[config.mk]
export PLATFORM = sky130hd
export DESIGN_NAME = udp_port_table_demux
export DESIGN_NICKNAME = d
export VERILOG_FILES = /design/src/upt_pkg.sv /design/src/upt_ram.sv /design/src/udp_port_table_demux.sv
export SDC_FILE = /design/constraint.sdc
export NUM_CORES = 2
export LEC_CHECK = 0
export BUFFER_PORTS_ARGS = -buffer_cell sky130_fd_sc_hd__buf_2
export CORE_UTILIZATION = 55
export CTS_BUF_LIST = sky130_fd_sc_hd__clkbuf_8 sky130_fd_sc_hd__clkbuf_16
export CTS_CLUSTER_SIZE = 40
export DETAILED_ROUTE_END_ITERATION = 10
export PLACE_DENSITY_LB_ADDON = 0.3
export SLEW_MARGIN = 0
export SYNTH_ARGS = -nofsm -noshare
export SYNTH_HDL_FRONTEND = slang
export SYNTH_SLANG_ARGS = --single-unit
[constraint.sdc]
create_clock -name clock -period 13.5 [get_ports clock]
set_clock_uncertainty 0.05 [all_clocks]
set_input_delay 2.7 -clock clock [delete_from_list [all_inputs] [get_ports clock]]
set_output_delay 2.7 -clock clock [all_outputs]
set_load 0.01 [all_outputs]
[src/upt_pkg.sv]
// Shared types and codes for the UDP port table demultiplexer.
package upt_pkg;

   localparam logic [2:0] ACT_ALLOC   = 3'd0;
   localparam logic [2:0] ACT_CLOSE   = 3'd1;
   localparam logic [2:0] ACT_BIND    = 3'd2;
   localparam logic [2:0] ACT_CONNECT = 3'd3;
   localparam logic [2:0] ACT_SEND    = 3'd4;
   localparam logic [2:0] ACT_DELIVER = 3'd5;
   localparam logic [2:0] ACT_RECEIVE = 3'd6;

   localparam logic [2:0] ST_DONE     = 3'd0;
   localparam logic [2:0] ST_REJECT   = 3'd1;
   localparam logic [2:0] ST_NO_MATCH = 3'd2;
   localparam logic [2:0] ST_FULL     = 3'd3;
   localparam logic [2:0] ST_EMPTY    = 3'd4;

   localparam logic [2:0] CSR_HOST_IP    = 3'd0;
   localparam logic [2:0] CSR_EPH_FIRST  = 3'd1;
   localparam logic [2:0] CSR_EPH_LAST   = 3'd2;
   localparam logic [2:0] CSR_QUEUE_LIM  = 3'd3;
   localparam logic [2:0] CSR_MAX_PAYLD  = 3'd4;

   localparam logic [31:0] HOST_IP_RST   = 32'd167772687;
   localparam logic [15:0] EPH_FIRST_RST = 16'd49152;
   localparam logic [15:0] EPH_LAST_RST  = 16'd65535;
   localparam logic [4:0]  QUEUE_LIM_RST = 5'd16;
   localparam logic [15:0] MAX_PAYLD_RST = 16'd1472;

   typedef struct packed {
      logic [2:0]  action;
      logic [3:0]  socket_slot;
      logic [31:0] address_ip;
      logic [15:0] address_port;
      logic [31:0] source_ip;
      logic [15:0] source_port;
      logic        has_destination;
      logic [15:0] payload_length;
   } req_type;

   typedef struct packed {
      logic [2:0]  status;
      logic [3:0]  result_slot;
      logic [15:0] send_source_port;
      logic [31:0] send_dest_ip;
      logic [15:0] send_dest_port;
   } rsp_type;

endpackage

[src/upt_ram.sv]
// Generic single-write, single-read RAM with registered read data.
module upt_ram #(
   parameter int WIDTH = 8,
   parameter int DEPTH = 16
) (
   input  logic                     clock,
   input  logic                     wr_en,
   input  logic [$clog2(DEPTH)-1:0] wr_addr,
   input  logic [WIDTH-1:0]         wr_data,
   input  logic [$clog2(DEPTH)-1:0] rd_addr,
   output logic [WIDTH-1:0]         rd_data
);

   logic [WIDTH-1:0] mem [DEPTH];

   always_ff @(posedge clock) begin
      if (wr_en) begin
         mem[wr_addr] <= wr_data;
      end
      rd_data <= mem[rd_addr];
   end

endmodule

[src/udp_port_table_demux.sv]
// UDP port table demultiplexer: endpoint table, port allocation and datagram classification.
// Flow: alloc, close, unknown action and precheck rejects answer straight from dispatch;
//   receive skips the write-back on an empty queue; deliver reads slot by slot until a
//   match or the last slot; bind to a given port scans the slots for a clash; automatic
//   binding repeats that scan for each port tried, as the port-in-use scan walks the
//   single-read-port entry RAM one slot at a time.
// Throughput: one beat at a time; req_stall drops as rsp_valid rises.
// Reset: synchronous; slot flags clear, registers and next ephemeral port take reset values.
module udp_port_table_demux import upt_pkg::*; #(
   parameter int SOCKET_COUNT    = 16,
   parameter int QUEUE_COUNT_MAX = 16
) (
   input  logic        clock,
   input  logic        reset,
   input  logic        req_valid,
   output logic        req_stall,
   input  req_type     req_data,
   output logic        rsp_valid,
   input  logic        rsp_stall,
   output rsp_type     rsp_data,
   input  logic        csr_valid,
   output logic        csr_ready,
   input  logic [2:0]  csr_index,
   input  logic [31:0] csr_wdata
);

   localparam int IDX_W = $clog2(SOCKET_COUNT);
   localparam int CNT_W = $clog2(QUEUE_COUNT_MAX + 1);
   localparam int LIM_W = (CNT_W > 5) ? CNT_W : 5;
   localparam logic [IDX_W-1:0] LAST_IDX = IDX_W'(SOCKET_COUNT - 1);

   // one RAM row per slot; flags live in flops so reset clears them at once
   typedef struct packed {
      logic [31:0]      bind_ip;
      logic [15:0]      bind_port;
      logic [31:0]      peer_ip;
      logic [15:0]      peer_port;
      logic [CNT_W-1:0] queue_count;
   } entry_type;

   localparam int ENTRY_W = $bits(entry_type);

   typedef enum logic [3:0] {
      S_IDLE, S_DISPATCH, S_LOAD, S_AB_CHK, S_AB_TRY, S_PF_RD, S_PF_CK,
      S_FINISH, S_DV_RD, S_DV_CK, S_WB, S_RESP
   } state_type;

   state_type         state_ff, state_in;
   req_type           req_ff, req_in;
   entry_type         entry_ff, entry_in;
   rsp_type           res_ff, res_in;
   rsp_type           rsp_data_ff, rsp_data_in;
   logic              rsp_valid_ff, rsp_valid_in;
   logic [IDX_W-1:0]  scan_ff, scan_in;
   logic [15:0]       pf_port_ff, pf_port_in;
   logic              ab_mode_ff, ab_mode_in;
   logic [16:0]       tries_ff, tries_in;
   logic [16:0]       try_n_ff, try_n_in;
   logic [15:0]       next_eph_ff, next_eph_in;
   logic [SOCKET_COUNT-1:0] used_ff, used_in;
   logic [SOCKET_COUNT-1:0] bound_ff, bound_in;
   logic [SOCKET_COUNT-1:0] conn_ff, conn_in;
   logic [31:0]       host_ip_ff, host_ip_in;
   logic [15:0]       eph_first_ff, eph_first_in;
   logic [15:0]       eph_last_ff, eph_last_in;
   logic [4:0]        queue_lim_ff, queue_lim_in;
   logic [15:0]       max_payld_ff, max_payld_in;

   // entry RAM port
   logic              mem_we;
   logic [IDX_W-1:0]  mem_waddr, mem_raddr;
   entry_type         mem_wdata, mem_rdata;
   logic [ENTRY_W-1:0] mem_rdata_raw;

   // decode helpers
   logic [IDX_W-1:0]  slot_s;
   logic              in_range;
   logic              free_found;
   logic [IDX_W-1:0]  free_idx;
   logic [LIM_W-1:0]  q_limit;
   logic [15:0]       eph_cand;
   logic [16:0]       eph_inc;
   logic              taken;
   logic              dv_match;
   logic [31:0]       tgt_ip;
   logic [15:0]       tgt_port;

   upt_ram #(
      .WIDTH (ENTRY_W),
      .DEPTH (SOCKET_COUNT)
   ) u_entry_ram (
      .clock   (clock),
      .wr_en   (mem_we),
      .wr_addr (mem_waddr),
      .wr_data (mem_wdata),
      .rd_addr (mem_raddr),
      .rd_data (mem_rdata_raw)
   );

   assign mem_rdata = entry_type'(mem_rdata_raw);

   assign req_stall = (state_ff != S_IDLE);
   assign rsp_valid = rsp_valid_ff;
   assign rsp_data  = rsp_data_ff;
   assign csr_ready = 1'b1;

   assign slot_s   = IDX_W'(req_ff.socket_slot);
   assign in_range = ({3'b000, req_ff.socket_slot} < 7'(SOCKET_COUNT));

   // effective queue limit: smaller of register and build-time cap
   assign q_limit = (LIM_W'(queue_lim_ff) < LIM_W'(QUEUE_COUNT_MAX)) ?
                    LIM_W'(queue_lim_ff) : LIM_W'(QUEUE_COUNT_MAX);

   // ephemeral candidate: restart at first when out of range, wrap after last
   assign eph_cand = (next_eph_ff < eph_first_ff || next_eph_ff > eph_last_ff) ?
                     eph_first_ff : next_eph_ff;
   assign eph_inc  = {1'b0, eph_cand} + 17'd1;

   // port held by some other bound slot
   assign taken = (scan_ff != slot_s) && used_ff[scan_ff] && bound_ff[scan_ff] &&
                  (mem_rdata.bind_port == pf_port_ff);

   // datagram classification against the row under scan
   assign dv_match = used_ff[scan_ff] && bound_ff[scan_ff] &&
                     (mem_rdata.bind_port == req_ff.address_port) &&
                     (mem_rdata.bind_ip == 32'd0 ||
                      mem_rdata.bind_ip == req_ff.address_ip) &&
                     (!conn_ff[scan_ff] ||
                      (mem_rdata.peer_ip == req_ff.source_ip &&
                       mem_rdata.peer_port == req_ff.source_port));

   // send target: explicit or connected peer
   assign tgt_ip   = req_ff.has_destination ? req_ff.address_ip   : entry_ff.peer_ip;
   assign tgt_port = req_ff.has_destination ? req_ff.address_port : entry_ff.peer_port;

   // first unused slot for alloc
   always_comb begin
      free_found = 1'b0;
      free_idx   = '0;
      for (int k = SOCKET_COUNT - 1; k >= 0; k--) begin
         if (!used_ff[k]) begin
            free_found = 1'b1;
            free_idx   = IDX_W'(k);
         end
      end
   end

   always_comb begin
      state_in     = state_ff;
      req_in       = req_ff;
      entry_in     = entry_ff;
      res_in       = res_ff;
      rsp_data_in  = rsp_data_ff;
      rsp_valid_in = rsp_valid_ff && rsp_stall;
      scan_in      = scan_ff;
      pf_port_in   = pf_port_ff;
      ab_mode_in   = ab_mode_ff;
      tries_in     = tries_ff;
      try_n_in     = try_n_ff;
      next_eph_in  = next_eph_ff;
      used_in      = used_ff;
      bound_in     = bound_ff;
      conn_in      = conn_ff;
      host_ip_in   = host_ip_ff;
      eph_first_in = eph_first_ff;
      eph_last_in  = eph_last_ff;
      queue_lim_in = queue_lim_ff;
      max_payld_in = max_payld_ff;
      mem_we       = 1'b0;
      mem_waddr    = slot_s;
      mem_wdata    = entry_ff;
      mem_raddr    = slot_s;

      if (csr_valid) begin
         case (csr_index)
            CSR_HOST_IP:   host_ip_in   = csr_wdata;
            CSR_EPH_FIRST: eph_first_in = csr_wdata[15:0];
            CSR_EPH_LAST:  eph_last_in  = csr_wdata[15:0];
            CSR_QUEUE_LIM: queue_lim_in = csr_wdata[4:0];
            CSR_MAX_PAYLD: max_payld_in = csr_wdata[15:0];
            default: ;
         endcase
      end

      case (state_ff)
         S_IDLE: begin
            if (req_valid) begin
               req_in        = req_data;
               res_in        = '0;
               res_in.status = ST_REJECT;
               state_in      = S_DISPATCH;
            end
         end

         S_DISPATCH: begin
            state_in = S_RESP;
            case (req_ff.action)
               ACT_ALLOC: begin
                  if (free_found) begin
                     mem_we             = 1'b1;
                     mem_waddr          = free_idx;
                     mem_wdata          = '0;
                     used_in[free_idx]  = 1'b1;
                     bound_in[free_idx] = 1'b0;
                     conn_in[free_idx]  = 1'b0;
                     res_in.status      = ST_DONE;
                     res_in.result_slot = 4'(free_idx);
                  end
               end
               ACT_CLOSE: begin
                  if (in_range) begin
                     mem_we           = 1'b1;
                     mem_wdata        = '0;
                     used_in[slot_s]  = 1'b0;
                     bound_in[slot_s] = 1'b0;
                     conn_in[slot_s]  = 1'b0;
                     res_in.status    = ST_DONE;
                  end
               end
               ACT_BIND: begin
                  if (in_range && used_ff[slot_s] && !bound_ff[slot_s] &&
                      (req_ff.address_ip == 32'd0 || req_ff.address_ip == host_ip_ff)) begin
                     state_in = S_LOAD;
                  end
               end
               ACT_CONNECT: begin
                  if (in_range && used_ff[slot_s] && req_ff.address_ip != 32'd0 &&
                      req_ff.address_port != 16'd0) begin
                     state_in = S_LOAD;
                  end
               end
               ACT_SEND: begin
                  if (in_range && used_ff[slot_s] &&
                      req_ff.payload_length <= max_payld_ff) begin
                     state_in = S_LOAD;
                  end
               end
               ACT_RECEIVE: begin
                  if (in_range && used_ff[slot_s]) begin
                     state_in = S_LOAD;
                  end
               end
               ACT_DELIVER: begin
                  res_in.status = ST_NO_MATCH;
                  scan_in       = '0;
                  state_in      = S_DV_RD;
               end
               default: ;
            endcase
         end

         S_LOAD: begin
            entry_in = mem_rdata;
            case (req_ff.action)
               ACT_BIND: begin
                  if (req_ff.address_port == 16'd0) begin
                     state_in = S_AB_CHK;
                  end else begin
                     pf_port_in = req_ff.address_port;
                     ab_mode_in = 1'b0;
                     scan_in    = '0;
                     state_in   = S_PF_RD;
                  end
               end
               ACT_RECEIVE: begin
                  if (mem_rdata.queue_count == '0) begin
                     res_in.status = ST_EMPTY;
                     state_in      = S_RESP;
                  end else begin
                     entry_in.queue_count = mem_rdata.queue_count - CNT_W'(1);
                     res_in.status        = ST_DONE;
                     res_in.result_slot   = req_ff.socket_slot;
                     state_in             = S_WB;
                  end
               end
               default: state_in = S_AB_CHK;
            endcase
         end

         S_AB_CHK: begin
            if (bound_ff[slot_s]) begin
               state_in = S_FINISH;
            end else if (eph_first_ff > eph_last_ff) begin
               state_in = S_RESP;
            end else begin
               tries_in = {1'b0, eph_last_ff} - {1'b0, eph_first_ff} + 17'd1;
               try_n_in = '0;
               state_in = S_AB_TRY;
            end
         end

         S_AB_TRY: begin
            if (try_n_ff == tries_ff) begin
               state_in = S_RESP;
            end else begin
               try_n_in    = try_n_ff + 17'd1;
               next_eph_in = (eph_inc > {1'b0, eph_last_ff}) ? eph_first_ff : eph_inc[15:0];
               if (eph_cand != 16'd0) begin
                  pf_port_in = eph_cand;
                  ab_mode_in = 1'b1;
                  scan_in    = '0;
                  state_in   = S_PF_RD;
               end
            end
         end

         S_PF_RD: begin
            mem_raddr = scan_ff;
            state_in  = S_PF_CK;
         end

         S_PF_CK: begin
            if (taken) begin
               state_in = ab_mode_ff ? S_AB_TRY : S_RESP;
            end else if (scan_ff == LAST_IDX) begin
               bound_in[slot_s]   = 1'b1;
               entry_in.bind_port = pf_port_ff;
               // automatic binding leaves the wildcard address; bind sets its own later
               entry_in.bind_ip   = ab_mode_ff ? 32'd0 : req_ff.address_ip;
               if (ab_mode_ff) begin
                  state_in = S_FINISH;
               end else begin
                  res_in.status = ST_DONE;
                  state_in      = S_WB;
               end
            end else begin
               scan_in  = scan_ff + IDX_W'(1);
               state_in = S_PF_RD;
            end
         end

         // autobound or already bound: finish bind, connect or send
         S_FINISH: begin
            state_in = S_WB;
            case (req_ff.action)
               ACT_BIND: begin
                  entry_in.bind_ip = req_ff.address_ip;
                  res_in.status    = ST_DONE;
               end
               ACT_CONNECT: begin
                  conn_in[slot_s]    = 1'b1;
                  entry_in.peer_ip   = req_ff.address_ip;
                  entry_in.peer_port = req_ff.address_port;
                  res_in.status      = ST_DONE;
               end
               ACT_SEND: begin
                  // binding stays even when the send itself is refused
                  if ((req_ff.has_destination || conn_ff[slot_s]) &&
                      tgt_ip != 32'd0 && tgt_port != 16'd0) begin
                     res_in.status           = ST_DONE;
                     res_in.send_source_port = entry_ff.bind_port;
                     res_in.send_dest_ip     = tgt_ip;
                     res_in.send_dest_port   = tgt_port;
                  end
               end
               default: ;
            endcase
         end

         S_DV_RD: begin
            mem_raddr = scan_ff;
            state_in  = S_DV_CK;
         end

         S_DV_CK: begin
            if (dv_match) begin
               res_in.result_slot = 4'(scan_ff);
               state_in           = S_RESP;
               if (LIM_W'(mem_rdata.queue_count) < q_limit) begin
                  mem_we                = 1'b1;
                  mem_waddr             = scan_ff;
                  mem_wdata             = mem_rdata;
                  mem_wdata.queue_count = mem_rdata.queue_count + CNT_W'(1);
                  res_in.status         = ST_DONE;
               end else begin
                  res_in.status = ST_FULL;
               end
            end else if (scan_ff == LAST_IDX) begin
               state_in = S_RESP;
            end else begin
               scan_in  = scan_ff + IDX_W'(1);
               state_in = S_DV_RD;
            end
         end

         S_WB: begin
            mem_we   = 1'b1;
            state_in = S_RESP;
         end

         S_RESP: begin
            if (!rsp_valid_ff || !rsp_stall) begin
               rsp_valid_in = 1'b1;
               rsp_data_in  = res_ff;
               state_in     = S_IDLE;
            end
         end

         default: state_in = S_IDLE;
      endcase
   end

   always_ff @(posedge clock) begin
      req_ff      <= req_in;
      entry_ff    <= entry_in;
      res_ff      <= res_in;
      rsp_data_ff <= rsp_data_in;
      scan_ff     <= scan_in;
      pf_port_ff  <= pf_port_in;
      ab_mode_ff  <= ab_mode_in;
      tries_ff    <= tries_in;
      try_n_ff    <= try_n_in;
      if (reset) begin
         state_ff     <= S_IDLE;
         rsp_valid_ff <= 1'b0;
         next_eph_ff  <= EPH_FIRST_RST;
         used_ff      <= '0;
         bound_ff     <= '0;
         conn_ff      <= '0;
         host_ip_ff   <= HOST_IP_RST;
         eph_first_ff <= EPH_FIRST_RST;
         eph_last_ff  <= EPH_LAST_RST;
         queue_lim_ff <= QUEUE_LIM_RST;
         max_payld_ff <= MAX_PAYLD_RST;
      end else begin
         state_ff     <= state_in;
         rsp_valid_ff <= rsp_valid_in;
         next_eph_ff  <= next_eph_in;
         used_ff      <= used_in;
         bound_ff     <= bound_in;
         conn_ff      <= conn_in;
         host_ip_ff   <= host_ip_in;
         eph_first_ff <= eph_first_in;
         eph_last_ff  <= eph_last_in;
         queue_lim_ff <= queue_lim_in;
         max_payld_ff <= max_payld_in;
      end
   end

endmodule
# After elaboration in Yosys (flattened, before gate mapping)
# Memories as Yosys holds them, arrays and structs flattened. A register that Yosys moved wholly into a read port is not among the register bits.
# Index checks and enable logic that the tools add are counted.
# word_totals
mem_bits_rw	1616
inputBits	160
latchBits	0
reg_bits	572
out_inout_bits	74
memories	1
rom_bits	0
# classes
n_div	0
add_sub_neg	7
mux	157
n_reduce_logical	77
n_eq_ne	59
n_bitwise	13
n_lt_le_gt_ge	12
multipliers	0
shifts	0
# memory_table
name	depth	width	read_ports	rd_clocked_by_memory_dff	write_ports	line	text
u_entry_ram.mem	16	101	1	1	1	upt_ram.sv:14	logic [WIDTH-1:0] mem [DEPTH];
# ops
op	count
$pmux 101 s2	2
$mux 101	3
$pmux 16 s2	7
$mux 16	13
$mux 4	46
$mux 48	3
$mux 64	2
$pmux 64 s2	1
$eq 32x32->1	3
$mux 32	3
$pmux 32 s3	1
$pmux 48 s2	1
$and 16x16->16	5
$mux 71	1
$logic_not 32->1	2
$reduce_bool 32->1	2
$mux 17	3
$eq 16x16->1	3
$or 16x16->16	3
$pmux 4 s12	1
$reduce_bool 16->1	3
$pmux 4 s5	2
$mux 1	36
$add 17x1->17 const B	2
64 further kinds	177

# Logic depth before layout (Yosys ltp)
# depth
word_depth	25
ltp_mapped	30

# By module
# A second synthesis with hierarchy kept.
# hier_totals
cells_unflattened	5401
area_unflattened_um2	92329.8
# modules_own_cells
mod	instances	cells_per_inst	area_each_um2
upt_ram	1	2585	62461.2
udp_port_table_demux	1	2816	29868.6

# Least setup slack after synthesis
# No wires, ideal clock.
# synth_timing
path_kind	reg-to-reg
start	register scan_ff[0]
end	memory u_entry_ram.mem[2][0] in the netlist's numbering, enable pin
stages_incl_launch_ff	9
arrival_time_ns	10.218
synth_period_minus_slack_ns	10.978
setup_slack_ns	2.522
required_time_ns	12.740
setup_ns	0.710
path_cell_list	edfxtp_1 buf_6 mux4_2 a32o_1 or4_4 nor3_1 mux2i_1 or3b_4 a211oi_1
# synth_between
elab_chain_cells	10
# synth_lines
item	line	text
from (decl)	udp_port_table_demux.sv:54	logic [IDX_W-1:0] scan_ff, scan_in;
from (signal assigned)	udp_port_table_demux.sv:408	scan_ff <= scan_in;
$bmux 1 s4	udp_port_table_demux.sv:124	assign dv_match = used_ff[scan_ff] && bound_ff[scan_ff] &&
$mux 1 (not written as such)	udp_port_table_demux.sv:124	
$logic_and 1x1->1 (2 in series)	udp_port_table_demux.sv:124	
$logic_and 1x1->1	udp_port_table_demux.sv:125	(mem_rdata.bind_port == req_ff.address_port) &&
$logic_and 1x1->1	udp_port_table_demux.sv:127	mem_rdata.bind_ip == req_ff.address_ip) &&
$mux 1	udp_port_table_demux.sv:366	if (dv_match) begin
$pmux 1 s3	udp_port_table_demux.sv:185	case (state_ff)
$mux 1	upt_ram.sv:17	if (wr_en) begin
$mux 1 (not written as such)	upt_ram.sv:18	mem[wr_addr] <= wr_data;
to (decl)	upt_ram.sv:14	
# Several ways; a longest one is shown, not always the timed one. The select of a mux whose other input is x is not followed.

# Final worst setup path
# layout_timing
start	register eph_last_ff[15]
end	register next_eph_ff[10]
# layout_between
elab_chain_cells	6
# layout_lines
item	line	text
from (decl)	udp_port_table_demux.sv:65	logic [15:0] eph_last_ff, eph_last_in;
from (signal assigned)	udp_port_table_demux.sv:434	eph_last_ff <= eph_last_in;
$gt 16x16->1	udp_port_table_demux.sv:115	assign eph_cand = (next_eph_ff < eph_first_ff || next_eph_ff > eph_last_ff) ?
$logic_or 1x1->1	udp_port_table_demux.sv:115	
$mux 16	udp_port_table_demux.sv:115	
$add 16x1->17	udp_port_table_demux.sv:117	assign eph_inc = {1'b0, eph_cand} + 17'd1;
$gt 17x16->1	udp_port_table_demux.sv:297	next_eph_in = (eph_inc > {1'b0, eph_last_ff}) ? eph_first_ff : eph_inc[15:0];
$mux 16 (*)	udp_port_table_demux.sv:297	
to (signal assigned)	udp_port_table_demux.sv:428	next_eph_ff <= next_eph_in;
to (decl)	udp_port_table_demux.sv:59	logic [15:0] next_eph_ff, next_eph_in;
# Every way passes the cells marked *; elsewhere a longest branch is shown, timed or not.
# A chain may end at the register's enable or synchronous reset.

==> impl_metrics.ini <==
[timing]
max_freq_ghz = 0.1438
finalSetupViolations = 0
post-route-min-period_ns = 6.955
finalSetupTns_ns = 0
slew_headroom = 0.1179
rsz0062_at_grt = false
post-route-period-util = 0.5152
worst_pin_slew_ns = 1.311
hold_violations = 0
holdWs_ns = 0.3684
maxSlewViolCount = 0

[critical_path]
cp.required_ns = 14.11
setup.worst_path.end_class = flip-flop
worstPathMaxFanout = 12
crit_arrival_ns = 7.56
path_cells = inv_1 -> ha_1 -> nand4_1 -> or4_1 -> or4_1 -> a21oi_1 -> buf_4 -> a21oi_1 -> inv_1 -> ha_1 -> and4_1 -> nand2_1 -> nor2_1 -> xnor2_1 -> mux2i_1 -> ha_1 -> a2111oi_0 -> o21ai_0 -> a21oi_1 -> a21oi_1 -> a211oi_2 -> buf_4 -> mux2i_1 -> a211oi_1
critPathMaxStageDelay_ns = 0.68
path_class = flip-flop to flip-flop
cp-start-kind = flip-flop
critPathSlowestCell = a211oi_2
critPathMostFrequentCell = a21oi_1

[floorplan]
num_io_pins = 234
core_um2 = 169500
initial_core_util = 0.5539
die_x_um = 415.1
core.rowCount = 151
die_h_um = 415.1
dieArea_um2 = 172300

[global_routing]
grt_start_max_net_pins = 157
grtUsageTotal = 0.3003
antenna_found_initial = 10
grt_remaining_overflow = 0
first_global_vias = 53460
grt_pass1_wl_mm = 372.9

[cts]
clk_pin_slew_worst_paths_ns = 0.07
cts_resized = 0
hold_buffers = 0
cts_made_buffers = 217
clock_latency_ns = 0.88
cts_sinks = 2289
cts_buffer_depth = 3
root_buffer = clkbuf_16
htreeDepth = 4
cts_tree = built
postCtsSetupBuffers = 0

[synth]
synth_cells = 5778
async_flop_share = 0
yosysTopAreaCellShare = 0.6507
synth_top_area_cell = edfxtp_1
synthTopCellsByArea = edfxtp_1 65%, mux4_2 10%, dfxtp_1 5.4%
synth_nets = 6059
synth_seq_cells = 2289
synth_edf_count = 2034
ys.warnings.count = 0
yosysSeqAreaShare = 0.7051
synthFlopType = edfxtp_1
syn_area_um2 = 93870
synth_cell_types = 88
syn_avg_cell_area_um2 = 16.25

[pwr]
pwr-share-clk = 0.281
internal_power_mw = 14.98
power_switching_mw = 6.969
vdd_drop_max_mv = 0.3236
switching_share = 0.3175
leakage_nw = 35.56
p_seq_frac = 0.439
pwr-share-comb = 0.280
power_density_nw_per_um2 = 208.7

[layout]
layout.nets = 6306
instances_no_fill = 8435
post-route-util = 0.6204
drive_gt1_frac = 0.1895
area_delta_synth_final_pct = 12.01

[route]
viasPerCell = 6.478
final_antenna_net_count = 0
wirelength_mm = 259.9
drt_iter0_markers = 6519
routed-via-count = 54650
avgRoutedWirePerCell_um = 30.81
drc = 0
first_pass_iters = 6

[outcome]
status = complete, no violations

[placement]
numPortBuffers = 232
place_hpwl_mm = 150.9
dp_cells = 8024
globalplace.congestion = 0.9278

[job]
drv_cap = 0

[worst_hold_path]
hold_path.class = flip-flop to flip-flop
[cell usage in the layout, fill, tap and decap left out, types with 23 or more instances in the layout]
cell	Yosys	final
mux2i_1	188	184
nand4_1	56	56
a22o_1	33	33
clkinv_2	0	41
nor2b_1	116	114
ha_1	120	120
nor2_1	229	222
a21oi_1	250	248
buf_4	20	120
nor3_1	38	36
xnor2_1	114	114
xor2_1	102	102
nor4_1	63	63
nand3_1	60	59
o21ai_0	71	62
a211oi_1	128	124
mux4_2	423	423
o21ai_1	84	92
a31oi_1	24	24
nand2_1	678	677
dfxtp_1	255	255
clkinv_1	0	23
o21a_1	26	26
clkbuf_16	0	219
edfxtp_1	2034	2034
inv_1	90	152
buf_2	61	231
[kinds of logic after synthesis]
group           after synthesis  synth area share
simple gates               1360           0.06643
fa+ha+maj                   121           0.01621
xor+xnor                    216           0.02015
compound gates              745           0.05024
flops                      2289            0.7051
other cells                   1        0.00003995
mux                         618            0.1229
buf+inv                     428           0.01898
[power by group through the flow]
stage,logic (mW),clock network [mW],registers (mW)
finish,6.15,6.16,9.64
global route,6.57,6.47,9.68
CTS,6.15,6.22,9.63
detailed placement,6.11,0,9.76
global placement,6.00,0,9.75
floorplan,4.46,0,9.44
[critical path: cells and delay by family, from the launching register on]
kind / cells / cell delay (ns)
fa+ha+maj: 3 / 0.89
compound gates: 8 / 1.98
buf+inv: 4 / 0.84
mux: 2 / 0.53
simple gates: 6 / 2.06
xor+xnor: 1 / 0.11
flops: 1 / 0.34
[path summary, 6_finish.rpt]
path	start	endpoint	slack [ns]	cells past startpoint
worst max register to register	eph_last_ff[15]	next_eph_ff[10]	6.55	24
worst min register to register	res_ff[0]	rsp_data[0]	0.37	0
worst min-delay path	res_ff[0]	rsp_data[0]	0.37	0
worst max-delay path	eph_last_ff[15]	next_eph_ff[10]	6.55	24
[Yosys cell counts, drive strengths merged (33+ instances only)]
cell type,instances
mux4,426
mux2i,188
nand4,56
nand2,678
xnor2,114
xor2,102
a21oi,251
ha,120
nand3,60
edfxtp,2034
nor3,38
dfxtp,255
nor2b,116
nor4,64
a211oi,129
o21ai,155
inv,90
clkbuf,231
a22o,33
buf,107
nor2,229
[metal layers]
layer,up-vias,part of all wire,global-route usage
met1,27950,0.38,0.4189
li1,22920,-,-
met2,3251,0.47,0.4697
met4,8,0.042,0.1170
met5,-,0.00022,0
met3,519,0.11,0.05951
[flip-flops by register name, indices dropped and copies added, names as in the netlist]
signal and flops:
ab_mode_ff 1, bound_ff 16, conn_ff 16, entry_ff 101
eph_first_ff 16, eph_last_ff 16, host_ip_ff 32, max_payld_ff 16
next_eph_ff 16, pf_port_ff 16, queue_lim_ff 5, req_ff 116
res_ff 71, rsp_data 71, rsp_valid 1, scan_ff 4
slot_s 4, state_ff 4, tries_ff 17, try_n_ff 17
u_entry_ram.mem 1616, u_entry_ram.rd_data 101, used_ff 16
[stage by stage]
step	setup WS (ns)	power (mW)	area [um^2]
final	6.545	21.95	105100
after CTS	6.572	22.00	105100
after floorplan	2.522	13.90	93870
after detailed placement	6.657	15.87	97810
after global placement	6.712	15.74	97810
after global routing	6.124	22.73	105100
[area by class of cell]
class / count / area [um^2]
Sequential cell: 2289 / 66180
Fill cell: 12000 / 64330
Multi-Input combinational cell: 3061 / 26160
Clock buffer: 234 / 5687
Tap cell: 2218 / 2775
Timing Repair Buffer: 366 / 2357
Clock inverter: 175 / 1633
Inverter: 90 / 337.8
Antenna cell: 2 / 5.005
No activity file was read; power rests on OpenSTA's default activity.
